**config.mk**
```make
export PLATFORM = sky130hd
export DESIGN_NAME = pss_ctrl
export DESIGN_NICKNAME = d
export VERILOG_FILES = /design/src/hdl/pss_pkg.sv /design/src/hdl/pss_ctrl.sv
export SDC_FILE = /design/constraint.sdc
export NUM_CORES = 1
export LEC_CHECK = 0
export BUFFER_PORTS_ARGS = -buffer_cell sky130_fd_sc_hd__buf_2
export CELL_PAD_IN_SITES_DETAIL_PLACEMENT = 0
export CELL_PAD_IN_SITES_GLOBAL_PLACEMENT = 2
export CORE_MARGIN = 3
export CORE_UTILIZATION = 19
export CTS_BUF_LIST = sky130_fd_sc_hd__clkbuf_16
export CTS_CLUSTER_DIAMETER = 80
export CTS_CLUSTER_SIZE = 20
export DETAILED_ROUTE_END_ITERATION = 7
export HOLD_SLACK_MARGIN = 0.12
export PLACE_DENSITY = 0.7
export SYNTH_ARGS = -nofsm -noshare
export SYNTH_HDL_FRONTEND = slang
export SYNTH_SLANG_ARGS = --single-unit
```
**constraint.sdc**
```tcl
create_clock -name clock -period 1.2 [get_ports clock]
set_input_delay 0.12 -clock clock [delete_from_list [all_inputs] [get_ports clock]]
set_output_delay 0.12 -clock clock [all_outputs]
set_load 0.03 [all_outputs]
```
**src/hdl/pss_pkg.sv**
```systemverilog
`timescale 1ns / 1ps
`default_nettype none
// ---------------------------------------------------------------------------
// pss_pkg: shared types and constants of the plucked string synthesizer
// Operation codes, register indexes, reset values, the controller state
// type and the command/status bundles between controller and datapath.
// ---------------------------------------------------------------------------
package pss_pkg;

   localparam int MAX_LENGTH_DEFAULT = 1024;

   localparam int OP_W       = 2;
   localparam int SLOT_W     = 10;
   localparam int SAMPLE_W   = 16;
   localparam int TICK_W     = 32;
   localparam int STR_LEN_W  = 11;
   localparam int GAIN_W     = 16;
   localparam int SEED_W     = 16;
   localparam int CSR_IDX_W  = 2;
   localparam int CSR_DATA_W = 16;

   localparam logic [STR_LEN_W-1:0] STRING_LENGTH_RESET = 11'd100;
   localparam logic [GAIN_W-1:0]    DECAY_GAIN_RESET    = 16'd65274;
   localparam logic [SEED_W-1:0]    NOISE_SEED_RESET    = 16'd12;
   localparam logic [SEED_W-1:0]    LFSR_TAPS           = 16'hB400;
   localparam int                   MIN_LENGTH          = 2;

   typedef enum logic [OP_W-1:0] {
      OP_TICK  = 2'd0,
      OP_PLUCK = 2'd1,
      OP_LOAD  = 2'd2,
      OP_CLEAR = 2'd3
   } op_type;

   typedef enum logic [CSR_IDX_W-1:0] {
      CSR_STRING_LENGTH = 2'd0,
      CSR_DECAY_GAIN    = 2'd1,
      CSR_NOISE_SEED    = 2'd2
   } csr_index_type;

   typedef enum logic [3:0] {
      ST_INIT_CLR,
      ST_IDLE,
      ST_NORM,
      ST_TICK_A,
      ST_TICK_B,
      ST_TICK_AVG,
      ST_TICK_MUL,
      ST_TICK_WR,
      ST_PLUCK,
      ST_LOAD,
      ST_FETCH,
      ST_FETCH_WAIT,
      ST_CLEAR,
      ST_DONE
   } state_type;

   typedef struct packed {
      logic accept;
      logic norm_step;
      logic walk_init;
      logic clr_init;
      logic rd_next;
      logic tick_cap_a;
      logic tick_cap_b;
      logic tick_mul;
      logic tick_wr;
      logic pluck_step;
      logic load_wr;
      logic fetch_cap;
      logic clr_step;
      logic rsp_load;
   } cmd_type;

   typedef struct packed {
      logic   head_big;
      logic   pluck_last;
      logic   clr_last;
      op_type op;
   } sts_type;

endpackage
`default_nettype wire

```
**src/hdl/pss_ctrl.sv**
```systemverilog
`timescale 1ns / 1ps
`default_nettype none
// ---------------------------------------------------------------------------
// pss_ctrl: sequencer of the plucked string synthesizer
// Steps the datapath through one request at a time and owns the request
// and response handshakes.
// ---------------------------------------------------------------------------
module pss_ctrl (
   input  wire logic             clock,
   input  wire logic             reset,
   input  wire logic             req_valid,
   output logic                  req_stall,
   output logic                  rsp_valid,
   input  wire logic             rsp_stall,
   input  wire pss_pkg::sts_type sts,
   output pss_pkg::cmd_type      cmd
);

   pss_pkg::state_type state_ff, state_in;
   logic               rsp_valid_ff, rsp_valid_in;
   logic               rsp_free;

   assign rsp_free  = !rsp_valid_ff || !rsp_stall;
   assign req_stall = (state_ff != pss_pkg::ST_IDLE);
   assign rsp_valid = rsp_valid_ff;

   always_comb begin
      state_in = state_ff;
      unique case (state_ff)
         pss_pkg::ST_INIT_CLR: begin
            if (sts.clr_last) state_in = pss_pkg::ST_IDLE;
         end
         pss_pkg::ST_IDLE: begin
            if (req_valid) state_in = pss_pkg::ST_NORM;
         end
         pss_pkg::ST_NORM: begin
            if (!sts.head_big) begin
               unique case (sts.op)
                  pss_pkg::OP_TICK:  state_in = pss_pkg::ST_TICK_A;
                  pss_pkg::OP_PLUCK: state_in = pss_pkg::ST_PLUCK;
                  pss_pkg::OP_LOAD:  state_in = pss_pkg::ST_LOAD;
                  pss_pkg::OP_CLEAR: state_in = pss_pkg::ST_CLEAR;
                  default:           state_in = pss_pkg::ST_DONE;
               endcase
            end
         end
         pss_pkg::ST_TICK_A:     state_in = pss_pkg::ST_TICK_B;
         pss_pkg::ST_TICK_B:     state_in = pss_pkg::ST_TICK_AVG;
         pss_pkg::ST_TICK_AVG:   state_in = pss_pkg::ST_TICK_MUL;
         pss_pkg::ST_TICK_MUL:   state_in = pss_pkg::ST_TICK_WR;
         pss_pkg::ST_TICK_WR:    state_in = pss_pkg::ST_DONE;
         pss_pkg::ST_PLUCK: begin
            if (sts.pluck_last) state_in = pss_pkg::ST_DONE;
         end
         pss_pkg::ST_LOAD:       state_in = pss_pkg::ST_FETCH;
         pss_pkg::ST_FETCH:      state_in = pss_pkg::ST_FETCH_WAIT;
         pss_pkg::ST_FETCH_WAIT: state_in = pss_pkg::ST_DONE;
         pss_pkg::ST_CLEAR: begin
            if (sts.clr_last) state_in = pss_pkg::ST_DONE;
         end
         pss_pkg::ST_DONE: begin
            if (rsp_free) state_in = pss_pkg::ST_IDLE;
         end
         default: state_in = pss_pkg::ST_IDLE;
      endcase
   end

   always_comb begin
      cmd = '0;
      unique case (state_ff)
         pss_pkg::ST_INIT_CLR: cmd.clr_step = 1'b1;
         pss_pkg::ST_IDLE:     cmd.accept = req_valid;
         pss_pkg::ST_NORM: begin
            if (sts.head_big) begin
               cmd.norm_step = 1'b1;
            end else begin
               cmd.walk_init = (sts.op == pss_pkg::OP_PLUCK);
               cmd.clr_init  = (sts.op == pss_pkg::OP_CLEAR);
            end
         end
         pss_pkg::ST_TICK_A: ;
         pss_pkg::ST_TICK_B: begin
            cmd.tick_cap_a = 1'b1;
            cmd.rd_next    = 1'b1;
         end
         pss_pkg::ST_TICK_AVG:   cmd.tick_cap_b = 1'b1;
         pss_pkg::ST_TICK_MUL:   cmd.tick_mul   = 1'b1;
         pss_pkg::ST_TICK_WR:    cmd.tick_wr    = 1'b1;
         pss_pkg::ST_PLUCK:      cmd.pluck_step = 1'b1;
         pss_pkg::ST_LOAD:       cmd.load_wr    = 1'b1;
         pss_pkg::ST_FETCH:      ;
         pss_pkg::ST_FETCH_WAIT: cmd.fetch_cap  = 1'b1;
         pss_pkg::ST_CLEAR:      cmd.clr_step   = 1'b1;
         pss_pkg::ST_DONE:       cmd.rsp_load   = rsp_free;
         default: ;
      endcase
   end

   always_comb begin
      rsp_valid_in = rsp_valid_ff;
      if (rsp_valid_ff && !rsp_stall) rsp_valid_in = 1'b0;
      if (cmd.rsp_load) rsp_valid_in = 1'b1;
   end

   always_ff @(posedge clock) begin
      if (reset) begin
         state_ff     <= pss_pkg::ST_INIT_CLR;
         rsp_valid_ff <= 1'b0;
      end else begin
         state_ff     <= state_in;
         rsp_valid_ff <= rsp_valid_in;
      end
   end

endmodule
`default_nettype wire

```
==> results.toml, run 1 <==
[placed_design]
io_buffers = 24
gp_congestion = 0.7278
dpl.cell_count = 136
placed_cell_area_um2 = 797.0
hpwlAfterDp_um = 1248

[synth]
ys_top_cells_by_count = "nor2_1, nand2_1, a21oi_1, nor3_1"
synth_nets = 84
yosys-top-cells-area = "dfxtp_1, nor2_1, a21oi_1"
ys_warn_count = 0
synthCells = 75
ys_ff_latch = 5
yosys.area.top_type = "dfxtp_1"
synth-edff-count = 0
postSynth.asyncResetShare = 0
synth.top_cell.area_share = 0.1966
synthFlopType = "dfxtp_1"
syn_area_um2 = 509.2
avgSynthCellArea_um2 = 6.790
synth_most_common_cell = "nor2_1"
ys_seq_area_frac = 0.1966
synth.distinct_cells = 29

[worst_setup_path]
worstPathMaxFanout = 2
critical_path_cell_count = 5
r2r_start = "state_ff[1]$_SDFFE_PP0P_"
rr_endpoint = "state_ff[2]$_SDFFE_PP0P_"
critPathKind = "reg -> out"
cpMaxStageDelayCell = "or4_4"
ff2ff_setup_slack_ps = -370
startpoint = "state_ff[1]$_SDFFE_PP0P_"
crit_path_cell_trace = "nor2b_4 > nand2_2 > or4_4 > nor2_4 > buf_6"
cp-end-kind = "output pin"
critPathRequiredTime_ps = 1080
crit_arrival_ps = 1490
r2r_cells = 8
crit_buf_inv = 1
endpoint = "cmd[10]"
start_kind = "register"
critPathTopFamily = "simple AND/OR/NAND/NOR gates"
cp_slowest_stage_delay_ps = 460

[global_route]
antenna_found_initial = 0
globalRouteOverflowTotal = 0
grt_use_total = 0.1294
grt_pass1_wl_um = 3387
grt_max_degree = 10
grt_pass1_vias = 728

[clocking]
cts.sinks = 5
clkTransAtPathRegs_ps = 40
clk_latency_ps = 230
cts_buffers = 3
cts_tree = "built"
cts_max_path_buffers = 2
htree_levels = 1
clockRootBuffer = "clkbuf_16"

[route]
drt_wl_total_um = 2182
drt-wirelength-per-cell_um = 13.47
vias = 739
drtIter0Drc = 20
vias_per_cell = 4.562
dr.pass1.iters = 4
antenna_left = 0
drc = 0

[sta]
min_period_over_period = 1.341
timing.final.ws_setup_ps = -409.4
setup_violations = 19
fmax_ghz = 0.6213
maxSlewViolCount = 0
fin_crit_ps = 1609
max_slew_margin = 0.8010
finalHoldViolCount = 0
fin_worst_skew_ps = 4.077
rsz0062_at_grt = "yes"
worst_pin_slew_ps = 296.2

[layout]
layout.nets = 142
drive_gt1_frac = 0.7424
diodes = 0
area_growth_pct = 168.1
final_cells = 162
design_area_um2 = 1365

[min_path]
holdPathStages = 4
hold_class = "in -> reg"

[outcome]
status = "complete, but fails checks"
violations = "setup timing"

[floorplanning]
io_pins = 25
core_um2 = 2522
die_h_um = 57.77
die_x_um = 57.77
rows = 18
die_area_um2 = 3337
start_util = 0.2019

[power]
powerDensity_nw_per_um2 = 2312
power_mw = 3.156
p_leak_nw = 0.5986
ir_drop_mv = 1.419

[run]
maxCapViolCount = 0
-- state kept, by name (all words and copies together) (netlist names) --
name	cells
state_ff	4
rsp_valid	1
-- cells by family after synthesis --
logic type      share of synthesized area
mux                               0.01966
xor+xnor                          0.01720
compound gates                     0.2064
simple gates                       0.4349
buf+inv                            0.1253
flops                              0.1966
-- stage by stage --
step | setup slack, ps | hold WS (ps) | setup TNS [ps] | util
floorplan | -181.9 | 181.7 | -722.2 | -
global placement | -291.8 | 340.8 | -1970 | 0.3160
detailed placement | -282.2 | 339.7 | -1843 | 0.3160
CTS | -408.5 | 287.3 | -4544 | 0.5000
global route | -447.7 | 317.6 | -6390 | 0.5412
finish | -409.4 | 289.5 | -5567 | 0.5412
-- worst register-to-register path: stages, from the launching register on --
cell	delay (ps)
dfxtp_2	320
nor2b_4	130
buf_4	130
buf_6	100
buf_6	110
and3_4	160
nor3_4	210
a211oi_2	110
a41o_1	210
-- worst min path at each step --
stage | from | endpoint | slack (ps)
global placement | reset | rsp_valid$_SDFFE_PP0P_ | 340
global route | rsp_stall | rsp_valid$_SDFFE_PP0P_ | 320
CTS | rsp_stall | rsp_valid$_SDFFE_PP0P_ | 290
floorplan | reset | rsp_valid$_SDFFE_PP0P_ | 180
finish | rsp_stall | rsp_valid$_SDFFE_PP0P_ | 290
detailed placement | reset | rsp_valid$_SDFFE_PP0P_ | 340
-- where the power goes --
group	switching (mW)	leakage, nW	internal, mW	total (mW)
Combinational	1.04	0.512	1.25	2.29
Sequential	0.0798	0.0438	0.232	0.311
Clock	0.123	0.0423	0.433	0.556
-- layout by cell type (no fill, tap or decap) --
cell type,instances
a31oi_4,1
o21ai_0,4
nor2_1,6
a211oi_2,1
and3_4,4
o211ai_1,1
nand2_4,1
a22oi_2,1
nor4_4,1
o22ai_1,1
nand2_1,4
nand2_2,3
buf_8,2
nor2b_2,1
or4_4,1
clkbuf_16,3
buf_6,27
o21ai_1,1
inv_1,4
nand2b_4,2
nor3_4,3
a41o_1,1
nand4b_1,1
dfxtp_4,3
buf_4,19
a21oi_2,2
xor2_4,1
dfxtp_2,2
nand4bb_1,1
nor3_2,2
nor2b_4,1
nand2b_1,1
nor3_1,2
buf_2,9
mux2i_1,1
a21oi_1,5
nor2_4,5
dlygate4sd3_1,1
buf_12,3
-- final cells by class --
type	count	area [um2]
fill	230	1157
multi-input combinational	59	531.8
tap	30	37.54
sequential	5	113.9
clock buffer	3	75.07
clock inverter	1	3.754
timing repair buffer	61	591.8
inverter	3	11.26
-- timing repair --
item / CTS / global route
setup endpoints to repair: 19 / 19
hold endpoints to repair: 2 / 0
resized for setup: 66 / 13
pin swaps: 13 / 7
hold buffers: 1 / 0
setup buffers: 15 / 7
-- layer usage --
metal	global-route usage	vias to the layer above	part of all wire
met4	0.05629	0	0.0064
met1	0.1612	349	0.45
met5	0	-	0
met2	0.2242	12	0.52
met3	0.01336	2	0.023
li1	-	376	-
(Power assumes the default switching activity.)
==> run 2, diff against run 1 <==
REMOVE_ABC_BUFFERS = 1   (was unset)
==> run 2 against run 1 <==
The flow still finishes with violations (setup timing); global-route usage down 0.99 points; register-to-register slack about the same; non-clock buffer count fell by 3; core utilization fell by 1.6 points; maximum frequency up 0.72%; worst hold slack better by 25 ps; via count increased by 2.0%; clock skew barely moved; cell count fell by 1.9%; sequential power is 6.8% lower.
==> results.toml, run 2 (same netlist as run 1, synthesis figures left out) <==
[route]
drt_wl_total_um = 2186
dr.pass1.iters = 4
antenna_left = 0
drt-wirelength-per-cell_um = 13.75
vias_per_cell = 4.742
drc = 0
vias = 754
drtIter0Drc = 15

[placed_design]
dp_slack_ps = -298.9
gp_congestion = 0.7358
placed_cell_area_um2 = 762.0
io_buffers = 24
hpwlAfterDp_um = 1309

[clocking]
htree_levels = 1
cts_tree = "built"
cts_buffers = 3
cts.sinks = 5
clk_latency_ps = 230
cts_max_path_buffers = 2
clockRootBuffer = "clkbuf_16"
clkTransAtPathRegs_ps = 30

[power]
powerDensity_nw_per_um2 = 2213
p_leak_nw = 0.5768
ir_drop_mv = 1.164

[layout]
regMostFlops = "state_ff"
final_common_cell = "buf_6"
diodes = 0
design_area_um2 = 1325
fillerInstances = 231
drive_gt1_frac = 0.7442
layout.nets = 139
area_growth_pct = 160.2
final_cell_mix = "buf_6, buf_4, buf_2"
largest_reg_flops = 4
utilization = 0.5253

[outcome]
violations = "setup timing"
status = "complete, but fails checks"

[min_path]
hold_class = "in -> reg"

[sta]
finalHoldViolCount = 0
setup_violations = 19
max_slew_margin = 0.8060
fin_crit_ps = 1598
worst_pin_slew_ps = 288.0
fmax_ghz = 0.6258
fin_worst_skew_ps = 3.693
rsz0062_at_grt = "yes"
timing.final.ws_setup_ps = -398.0
maxSlewViolCount = 0
min_period_over_period = 1.332

[worst_setup_path]
critPathTopFamily = "simple AND/OR/NAND/NOR gates"
critPathKind = "reg -> out"
critPathRequiredTime_ps = 1080
cp-end-kind = "output pin"
crit_buf_inv = 2
worstPathMaxFanout = 3
cpMaxStageDelayCell = "or4_4"
crit_path_cell_trace = "buf_12 > or4_4 > nor2_4 > buf_6"
crit_arrival_ps = 1480
start_kind = "register"
cp_slowest_stage_delay_ps = 540

[floorplanning]
rows = 18
start_util = 0.2019
core_um2 = 2522
io_pins = 25
die_h_um = 57.77
die_x_um = 57.77
die_area_um2 = 3337

[global_route]
antenna_found_initial = 0
grt_pass1_vias = 738
globalRouteOverflowTotal = 0
grt_max_degree = 10
grt_use_total = 0.1194
grt_pass1_wl_um = 3098

[run]
maxCapViolCount = 0
[run 2: through the flow]
stage          total power, mW  setup TNS (ps)  cells  hold WS [ps]
3_3_place_gp             1.459           -1819    139         353.8
5_1_grt                  3.109           -5089    159         326.6
4_1_cts                  2.607           -4572    156         294.1
6_report                 2.933           -4235    159         314.4
3_5_place_dp             1.468           -1980    139         360.6
2_1_floorplan           0.9496           -4897     67         189.1
[run 2: area by class of cell]
type | count | area (um2) | area share
Timing Repair Buffer | 58 | 543.0 | 0.4098
Multi-Input combinational cell | 59 | 541.8 | 0.4089
Sequential cell | 5 | 112.6 | 0.08499
Clock buffer | 3 | 75.07 | 0.05666
Tap cell | 30 | 37.54 | 0.02833
Inverter | 3 | 11.26 | 0.008499
Clock inverter | 1 | 3.754 | 0.002833
[run 2: worst paths after layout]
| check | startpoint | end | slack, ps | cells after the start |
|---|---|---|---|---|
| setup / recovery | state_ff[3]$_SDFFE_PP0P_ | cmd[10] | -400 | 4 |
| hold / removal | sts[3] | state_ff[2]$_SDFFE_PP0P_ | 310 | 4 |
| setup reg to reg | state_ff[3]$_SDFFE_PP0P_ | state_ff[2]$_SDFFE_PP0P_ | -360 | 7 |
| hold reg to reg | rsp_valid$_SDFFE_PP0P_ | rsp_valid$_SDFFE_PP0P_ | 640 | 3 |
[run 2: timing repair]
item,CTS,global route
setup endpoints to repair,19,19
buffers inserted,12,4
endpoints found under the hold margin,1,0
pin swaps,7,9
hold buffers,1,0
gates cloned,0,1
gates resized for setup,61,31
[run 2: worst register-to-register path: stages (launching register included)]
cell and delay [ps]:
dfxtp_4 360, buf_4 130, xor2_4 200, nor4_4 50
buf_4 130, nor3_4 230, a211oi_1 140, a41o_1 210
[run 2: layer usage]
| layer | global-route usage | share of wire |
|---|---|---|
| met5 | 0 | 0 |
| met4 | 0.05960 | 0.026 |
| met3 | 0.03118 | 0.056 |
| met2 | 0.2210 | 0.55 |
| met1 | 0.1225 | 0.37 |
[run 2: report_power, final]
group | leakage [nW] | switching, mW | internal (mW)
Combinational | 0.491 | 0.994 | 1.10
Sequential | 0.0433 | 0.0585 | 0.231
Clock | 0.0423 | 0.119 | 0.432
